### src/rtl/olad_pkg.sv
// ----------------------------------------------------------------------------
// olad_pkg
// Shared types and constants for the ordered list block: list capacity,
// index widths, command and status codes, item structs and memory request.
// ----------------------------------------------------------------------------
`default_nettype none

package olad_pkg;

  // List capacity and the widths that follow from it.
  localparam int unsigned Capacity = 32;
  localparam int unsigned AW = (Capacity > 1) ? $clog2(Capacity) : 1;
  localparam int unsigned CW = $clog2(Capacity + 1);
  localparam int unsigned DW = 32;

  // Command codes; the fourth code is unused and ignored.
  typedef enum logic [1:0] {
    CMD_APPEND = 2'd0,
    CMD_DELETE = 2'd1,
    CMD_DUMP   = 2'd2
  } cmd_e;

  // Result status codes.
  typedef enum logic [2:0] {
    ST_APPENDED  = 3'd0,
    ST_DELETED   = 3'd1,
    ST_NOT_FOUND = 3'd2,
    ST_EMPTY     = 3'd3,
    ST_FULL      = 3'd4,
    ST_ENTRY     = 3'd5
  } status_e;

  // One input item.
  typedef struct packed {
    logic [1:0]           cmd;
    logic signed [DW-1:0] value;
  } olad_req_t;

  // One result item.
  typedef struct packed {
    status_e              status;
    logic signed [DW-1:0] entry_value;
    logic                 last;
  } olad_res_t;

  // Access request to the entry memory.
  typedef struct packed {
    logic          we;
    logic [AW-1:0] waddr;
    logic [DW-1:0] wdata;
    logic          re;
    logic [AW-1:0] raddr;
  } olad_mem_req_t;

endpackage

`default_nettype wire

### src/rtl/ordered_list_append_delete_dump.sv
// ----------------------------------------------------------------------------
// ordered_list_append_delete_dump
// Bounded ordered list of signed 32-bit values with append, delete of the
// first match, and dump of all entries in order.
// ----------------------------------------------------------------------------
// An item is taken when start_i is high and busy_o is low. Append, and any
// command on an empty list, is done in the cycle it is taken and busy_o
// stays low. Delete and dump walk the entry memory one entry per cycle, with
// busy_o high for the walk (one memory read per cycle sets this rate).
// Each result appears on res_o for exactly one cycle with strobe_o high, in
// the cycle after it is formed; the receiver cannot stall, so it must take
// every strobe. A dump of N entries, N > 0, gives N results, the last one
// flagged; other commands give one result; code 3 is ignored and gives none.
`default_nettype none

module ordered_list_append_delete_dump
  import olad_pkg::*;
(
  input  wire logic      clk_i,
  input  wire logic      rst_ni,
  input  wire logic      start_i,
  input  wire olad_req_t req_i,
  output logic           busy_o,
  output logic           strobe_o,
  output olad_res_t      res_o
);

  olad_mem_req_t mem_req;
  logic [DW-1:0] mem_rdata;
  logic          res_valid;
  olad_res_t     res;
  logic          strobe_q;
  olad_res_t     res_q;

  olad_seq u_seq (
    .clk_i       (clk_i),
    .rst_ni      (rst_ni),
    .start_i     (start_i),
    .req_i       (req_i),
    .busy_o      (busy_o),
    .mem_o       (mem_req),
    .rdata_i     (mem_rdata),
    .res_valid_o (res_valid),
    .res_o       (res)
  );

  olad_store u_store (
    .clk_i   (clk_i),
    .req_i   (mem_req),
    .rdata_o (mem_rdata)
  );

  // Output register: the strobe is control, the payload needs no reset.
  always_ff @(posedge clk_i or negedge rst_ni) begin
    if (!rst_ni) begin
      strobe_q <= 1'b0;
    end else begin
      strobe_q <= res_valid;
    end
  end

  always_ff @(posedge clk_i) begin
    if (res_valid) begin
      res_q <= res;
    end
  end

  assign strobe_o = strobe_q;
  assign res_o    = res_q;

endmodule

`default_nettype wire

### src/rtl/olad_store.sv
// ----------------------------------------------------------------------------
// olad_store
// Entry memory: one write port and one read port with registered read data.
// ----------------------------------------------------------------------------
`default_nettype none

module olad_store
  import olad_pkg::*;
(
  input  wire logic          clk_i,
  input  wire olad_mem_req_t req_i,
  output logic [DW-1:0]      rdata_o
);

  logic [DW-1:0] mem [Capacity];
  logic [DW-1:0] rdata_q;

  // Synchronous write and registered read.
  always_ff @(posedge clk_i) begin
    if (req_i.we) begin
      mem[req_i.waddr] <= req_i.wdata;
    end
    if (req_i.re) begin
      rdata_q <= mem[req_i.raddr];
    end
  end

  assign rdata_o = rdata_q;

endmodule

`default_nettype wire

### src/rtl/olad_seq.sv
// ----------------------------------------------------------------------------
// olad_seq
// Command sequencer: holds the entry count, walks the entry memory one
// address per cycle for search, compaction and dump, and forms results.
// ----------------------------------------------------------------------------
`default_nettype none

module olad_seq
  import olad_pkg::*;
(
  input  wire logic          clk_i,
  input  wire logic          rst_ni,
  input  wire logic          start_i,
  input  wire olad_req_t     req_i,
  output logic               busy_o,
  output olad_mem_req_t      mem_o,
  input  wire logic [DW-1:0] rdata_i,
  output logic               res_valid_o,
  output olad_res_t          res_o
);

  localparam logic [1:0] S_IDLE  = 2'd0;
  localparam logic [1:0] S_SRCH  = 2'd1;
  localparam logic [1:0] S_SHIFT = 2'd2;
  localparam logic [1:0] S_DUMP  = 2'd3;

  logic [1:0]    state_q, state_d;
  logic [CW-1:0] count_q, count_d;
  logic [AW-1:0] ptr_q, ptr_d;
  logic [DW-1:0] key_q, key_d;

  logic          accept;
  logic [CW-1:0] last_idx;
  logic          at_last;
  logic [AW-1:0] ptr_inc;

  assign accept   = start_i && (state_q == S_IDLE);
  assign busy_o   = (state_q != S_IDLE);
  assign last_idx = count_q - CW'(1);
  assign at_last  = (CW'(ptr_q) == last_idx);
  assign ptr_inc  = ptr_q + AW'(1);

  // Next-state logic. The read data in a walking state always belongs to the
  // entry at ptr_q; the read of the following entry is issued alongside.
  always_comb begin
    state_d     = state_q;
    count_d     = count_q;
    ptr_d       = ptr_q;
    key_d       = key_q;
    mem_o       = '0;
    res_valid_o = 1'b0;
    res_o       = '{status: ST_APPENDED, entry_value: '0, last: 1'b1};

    case (state_q)
      S_IDLE: begin
        if (accept) begin
          key_d = req_i.value;
          ptr_d = '0;
          if (req_i.cmd == CMD_APPEND) begin
            res_valid_o = 1'b1;
            if (count_q == CW'(Capacity)) begin
              res_o.status = ST_FULL;
            end else begin
              mem_o.we     = 1'b1;
              mem_o.waddr  = AW'(count_q);
              mem_o.wdata  = req_i.value;
              count_d      = count_q + CW'(1);
              res_o.status = ST_APPENDED;
            end
          end else if (req_i.cmd == CMD_DELETE || req_i.cmd == CMD_DUMP) begin
            if (count_q == '0) begin
              res_valid_o  = 1'b1;
              res_o.status = ST_EMPTY;
            end else begin
              // Fetch the head entry.
              mem_o.re    = 1'b1;
              mem_o.raddr = '0;
              state_d     = (req_i.cmd == CMD_DELETE) ? S_SRCH : S_DUMP;
            end
          end
        end
      end

      S_SRCH: begin
        mem_o.re    = 1'b1;
        mem_o.raddr = ptr_inc;
        if (rdata_i == key_q) begin
          if (at_last) begin
            // Match on the tail entry: nothing to move.
            count_d      = count_q - CW'(1);
            res_valid_o  = 1'b1;
            res_o.status = ST_DELETED;
            state_d      = S_IDLE;
          end else begin
            ptr_d   = ptr_inc;
            state_d = S_SHIFT;
          end
        end else if (at_last) begin
          res_valid_o  = 1'b1;
          res_o.status = ST_NOT_FOUND;
          state_d      = S_IDLE;
        end else begin
          ptr_d = ptr_inc;
        end
      end

      S_SHIFT: begin
        // Move each following entry down by one place.
        mem_o.we    = 1'b1;
        mem_o.waddr = ptr_q - AW'(1);
        mem_o.wdata = rdata_i;
        mem_o.re    = 1'b1;
        mem_o.raddr = ptr_inc;
        ptr_d       = ptr_inc;
        if (at_last) begin
          count_d      = count_q - CW'(1);
          res_valid_o  = 1'b1;
          res_o.status = ST_DELETED;
          state_d      = S_IDLE;
        end
      end

      S_DUMP: begin
        mem_o.re          = 1'b1;
        mem_o.raddr       = ptr_inc;
        ptr_d             = ptr_inc;
        res_valid_o       = 1'b1;
        res_o.status      = ST_ENTRY;
        res_o.entry_value = rdata_i;
        res_o.last        = at_last;
        if (at_last) begin
          state_d = S_IDLE;
        end
      end

      default: begin
        state_d = S_IDLE;
      end
    endcase
  end

  // Control registers.
  always_ff @(posedge clk_i or negedge rst_ni) begin
    if (!rst_ni) begin
      state_q <= S_IDLE;
      count_q <= '0;
    end else begin
      state_q <= state_d;
      count_q <= count_d;
    end
  end

  // Walk pointer and search key.
  always_ff @(posedge clk_i) begin
    ptr_q <= ptr_d;
    key_q <= key_d;
  end

  // The count never exceeds the capacity.
  a_count_bound: assert property (@(posedge clk_i) disable iff (!rst_ni)
    count_q <= CW'(Capacity))
    else $error("entry count above capacity");

  // A walk only runs over a non-empty list.
  a_walk_nonempty: assert property (@(posedge clk_i) disable iff (!rst_ni)
    busy_o |-> (count_q != '0))
    else $error("walking an empty list");

  // Writes stay within the held entries or the next free place.
  a_write_range: assert property (@(posedge clk_i) disable iff (!rst_ni)
    mem_o.we |-> (CW'(mem_o.waddr) <= count_q))
    else $error("write beyond the list tail");

  // The final result of an item leaves the sequencer idle.
  a_last_idle: assert property (@(posedge clk_i) disable iff (!rst_ni)
    (res_valid_o && res_o.last) |=> !busy_o)
    else $error("busy after final result");

  // A result that is not final is followed by more work.
  a_more_work: assert property (@(posedge clk_i) disable iff (!rst_ni)
    (res_valid_o && !res_o.last) |=> busy_o)
    else $error("idle before final result");

endmodule

`default_nettype wire
### config.mk
export PLATFORM = sky130hd
export DESIGN_NAME = ordered_list_append_delete_dump
export DESIGN_NICKNAME = d
export VERILOG_FILES = /design/src/rtl/olad_pkg.sv /design/src/rtl/ordered_list_append_delete_dump.sv /design/src/rtl/olad_store.sv /design/src/rtl/olad_seq.sv
export SDC_FILE = /design/constraint.sdc
export NUM_CORES = 2
export LEC_CHECK = 0
export BUFFER_PORTS_ARGS = -buffer_cell sky130_fd_sc_hd__buf_2
export CORE_MARGIN = 8
export CORE_UTILIZATION = 65
export CTS_BUF_LIST = sky130_fd_sc_hd__clkbuf_4
export DETAILED_ROUTE_END_ITERATION = 10
export GPL_ROUTABILITY_DRIVEN = 0
export GPL_TIMING_DRIVEN = 1
export HOLD_SLACK_MARGIN = 0.06
export PLACE_DENSITY = 0.83
export RECOVER_POWER = 25
export SLEW_MARGIN = 20
export SYNTH_ARGS = -nofsm -noshare
export SYNTH_HDL_FRONTEND = slang
export SYNTH_HIERARCHICAL = 1
export SYNTH_SLANG_ARGS = --single-unit
### constraint.sdc
create_clock -name clk_i -period 5.2 [get_ports clk_i]
set_clock_uncertainty 0.15 [all_clocks]
set_input_delay 0.52 -clock clk_i [delete_from_list [all_inputs] [get_ports clk_i]]
set_output_delay 0.52 -clock clk_i [all_outputs]
set_load 0.01 [all_outputs]
==> run metrics <==
largest driver fanout on the critical path=22; signal arrival time at the worst endpoint=5.40 ns; wire length after detailed routing=112 mm; CTS Root Buffer Type=sky130_fd_sc_hd__clkbuf_4; All-Layer GR Usage=28.3%; count of yosys warnings during synthesis=6; portion of synthesized cell area occupied by the leading cell type=75.2%; Die Width=279 um; total power consumption of the routed design=33.5 mW; clock latency on the worst-skew pair=1.13 ns; kind of capture point of the worst setup path=flip-flop; highest achievable clock rate=208 MHz; endpoints failing setup=0; vias after detailed routing=26,700; count of distinct cell types in the synthesized netlist=57; portion of total power attributed to sequential cells=40.6%; required time worst endpoint=5.81 ns; violations in the final reports=max-capacitance violations, max-slew violations; area inside the core boundary=68,700 um2; RSZ-0062 raised after global routing=false; DRC viols=0; post-route antenna net violation count=0; number of cells upsized or downsized after cts=0; Final Hold Vio Count=0; Netlist Area Pre-Place=45,100 um2; detailed-routing wirelength on met1=40.3 mm; endpoint of the worst-slack reg-to-reg timing path=u_store/mem[28][27]$_DFFE_PP_; instance area at placement=47,000 um2; first-pass GRT wire length=166 mm; startpoint type of the worst setup path=flip-flop; maximum number of pins on one net before global-route repair=129; number of antenna violations at the first check in global routing=3; Clk network pwr share=20.9%; highest signal layer in the routed design=met5; async set-reset flop share out of synthesis=0.791%; dominant cell by count in the synthesized netlist=sky130_fd_sc_hd__edfxtp_1; Detail Route met2 WL=53.4 mm; vias in the first global route=27,300; number of synthesized flops with an enable pin=1,129; internal power summed over all cells=20.6 mW; clock tree from TritonCTS=built; iteration-0 DRC count of the detailed router=3,477; Final Cycle Share=92.3%; number of register bits inferred by synthesis=1,138; slew of the pin with the lowest slew margin=2.38 ns; average routed wire per standard cell=27.3 um; Post-Layout Inst Area=50,900 um2; leading area contributor after synthesis=sky130_fd_sc_hd__edfxtp_1; number of instances in the synthesized netlist=2,619; reported leakage power=17.6 nW; Rel. slew slack=-58.8%; ratio of cells with drive above 1 in the final layout=17.3%; CTS clock-pin slew for the worst setup and hold paths=0.08 ns; total nets after synthesis=2,666; most frequent cells after synthesis=sky130_fd_sc_hd__edfxtp_1, sky130_fd_sc_hd__mux2i_1, sky130_fd_sc_hd__nand2_1, sky130_fd_sc_hd__nand3_1, sky130_fd_sc_hd__a21oi_1; fin crit period=4.80 ns; R2R Setup Slk=0.40 ns; sum of negative setup slack=0 ns; synthesized area per cell=17.2 um2; result of the run=finished with violations; maximum count of clock buffers along a single path=4; Total Nets Final=3,041; ratio of routed vias to standard cells=6.51; met3 layer wire length in the routed design=13.9 mm; layout overhead on the synthesized area=12.8%; Area contributors post-synth=sky130_fd_sc_hd__edfxtp_1, sky130_fd_sc_hd__mux2i_1, sky130_fd_sc_hd__a22o_1; switching fraction of total power=38.5%; Synth Flop Type=sky130_fd_sc_hd__edfxtp_1; initial core utilization=65.7%; depth of the worst register-to-register path=10; Row Count=96; full die area=78,100 um2; number of buffers created by CTS=289; type of the tightest min-delay check=in -> async; Peak supply drop=0.894 mV; number of detailed-route iterations in the first pass=8; I/O Pins=75; total half-perimeter wirelength after legalization and detailed placement=61.8 mm; Max Cap Violations=15; number of max-slew violations in the final report=476; vertical die dimension=279 um; register area share after synthesis=75.7%; total power divided by cell area=658 nW/um2; TritonCTS sink count=1,138; Combinational Power Share=38.5%; critical path type=reg -> reg; grt total ovfl=0; total of buffers placed on input and output ports=74; net switching power=12.9 mW; start of the worst register-to-register path=u_seq/count_q[0]$_DFFE_PN0P_; H-tree levels=5
==> per-layer routing <==
layer | GRT usage (%) | vias to the layer above
met5 | 0 | -
met4 | 12.6 | 2
met3 | 8.15 | 347
met2 | 44.9 | 1992
met1 | 36.4 | 13200
li1 | - | 11200
==> power groups by stage <==
stage / clock, mW / combinational (mW) / sequential [mW]
2_1_floorplan: 0 / 8.21 / 13.4
3_3_place_gp: 0 / 12.0 / 13.6
3_5_place_dp: 0 / 12.4 / 13.7
4_1_cts: 7.03 / 12.6 / 13.5
5_1_grt: 7.57 / 13.4 / 13.6
6_report: 6.98 / 12.9 / 13.6
==> sequential cells by signal, summed over array words and instances (netlist names) <==
signal / count
res_o: 36
strobe_o: 1
u_seq/count_q: 6
u_seq/key_q: 32
u_seq/ptr_q: 5
u_seq/state_q: 2
u_store/mem: 1024
u_store/rdata_o: 32
==> critical path: stages (launching register included) <==
cell and delay (ns):
sky130_fd_sc_hd__dfrtp_1 0.56, sky130_fd_sc_hd__inv_1 0.13, sky130_fd_sc_hd__ha_1 0.27, sky130_fd_sc_hd__nand2b_1 0.19
sky130_fd_sc_hd__or4_1 0.17, sky130_fd_sc_hd__and2_0 0.65, sky130_fd_sc_hd__buf_4 0.41, sky130_fd_sc_hd__or2_2 0.20
sky130_fd_sc_hd__or3b_2 0.72, sky130_fd_sc_hd__nor2_4 0.63, sky130_fd_sc_hd__buf_4 0.34
==> cell families (layout without fill, tap and decap cells) <==
family          Yosys count  in the layout  synth area share, %
buf+inv                 165            715                 2.05
other cells               0              5                    0
compound gates          360            360                 5.59
xor+xnor                 45             45                0.874
flops                  1138           1138                 75.7
fa+ha+maj                10             10                0.277
simple gates            388            388                 4.18
mux                     513            513                 11.4
==> cell usage in the layout (no fill, tap or decap), types with 7 or more instances in the layout <==
master                          netlist  layout
sky130_fd_sc_hd__dfrtp_1              9       9
sky130_fd_sc_hd__nor2_1              51      17
sky130_fd_sc_hd__edfxtp_1          1129    1129
sky130_fd_sc_hd__a22oi_1             96      96
sky130_fd_sc_hd__clkinv_1             0      53
sky130_fd_sc_hd__and2_1              34       8
sky130_fd_sc_hd__clkbuf_4             2     401
sky130_fd_sc_hd__buf_12               0      19
sky130_fd_sc_hd__nand3_1            103     103
sky130_fd_sc_hd__nand3b_1             7       7
sky130_fd_sc_hd__dlygate4sd3_1        0      71
sky130_fd_sc_hd__a21oi_1            100     101
sky130_fd_sc_hd__and2_0               0      25
sky130_fd_sc_hd__buf_4               35      55
sky130_fd_sc_hd__nor2_4               0      34
sky130_fd_sc_hd__inv_1               14      14
sky130_fd_sc_hd__clkbuf_1            54      84
sky130_fd_sc_hd__a31oi_1             34      34
sky130_fd_sc_hd__clkinv_2             0       9
sky130_fd_sc_hd__ha_1                10      10
sky130_fd_sc_hd__a22o_1              97      92
sky130_fd_sc_hd__mux2i_1            513     513
sky130_fd_sc_hd__nand2_1            115     115
sky130_fd_sc_hd__xor2_1              40      40
sky130_fd_sc_hd__nor3_1              37      37
sky130_fd_sc_hd__nor4_1              10      10
sky130_fd_sc_hd__o21ai_0             12      11
==> what timing repair did <==
action,4_1_cts,5_1_grt
hold endpoints to repair,601,0
hold buffers,71,0
buffers inserted,0,0
==> stage by stage <==
step	std cells	worst slack, ns	utilization, %	hold slack, ns
2_1_floorplan	2619	0.576	-	0.0744
3_3_place_gp	3562	1.00	68.4	0.243
3_5_place_dp	3562	0.842	68.4	0.261
4_1_cts	4099	0.782	74.2	0.261
5_1_grt	4103	0.275	74.0	0.307
6_report	4105	0.402	74.0	0.344
==> area by class of cell <==
cell class | count | area [um2]
flip-flops and latches | 1138 | 34100
fillers | 3875 | 17800
multi-input cells | 1316 | 10400
clock buffers | 401 | 3010
repair buffers | 235 | 1870
well taps | 931 | 1160
clock inverters | 65 | 282
inverters | 14 | 52.6
diodes | 5 | 12.5
==> worst max path at each step <==
stage / from / to / slack (ns) / cells past startpoint
finish: u_seq/count_q[0]$_DFFE_PN0P_ / u_store/mem[28][27]$_DFFE_PP_ / 0.40 / 10
CTS: u_seq/count_q[0]$_DFFE_PN0P_ / u_store/mem[28][27]$_DFFE_PP_ / 0.78 / 10
global route: u_seq/count_q[0]$_DFFE_PN0P_ / u_store/mem[28][25]$_DFFE_PP_ / 0.28 / 10
floorplan: u_seq/count_q[0]$_DFFE_PN0P_ / u_store/mem[28][0]$_DFFE_PP_ / 0.58 / 13
global placement: req_i[33] / u_store/mem[28][15]$_DFFE_PP_ / 1.00 / 10
detailed placement: u_seq/count_q[0]$_DFFE_PN0P_ / u_store/mem[28][17]$_DFFE_PP_ / 0.84 / 10
Note: power is estimated with default switching activity, not from simulation.
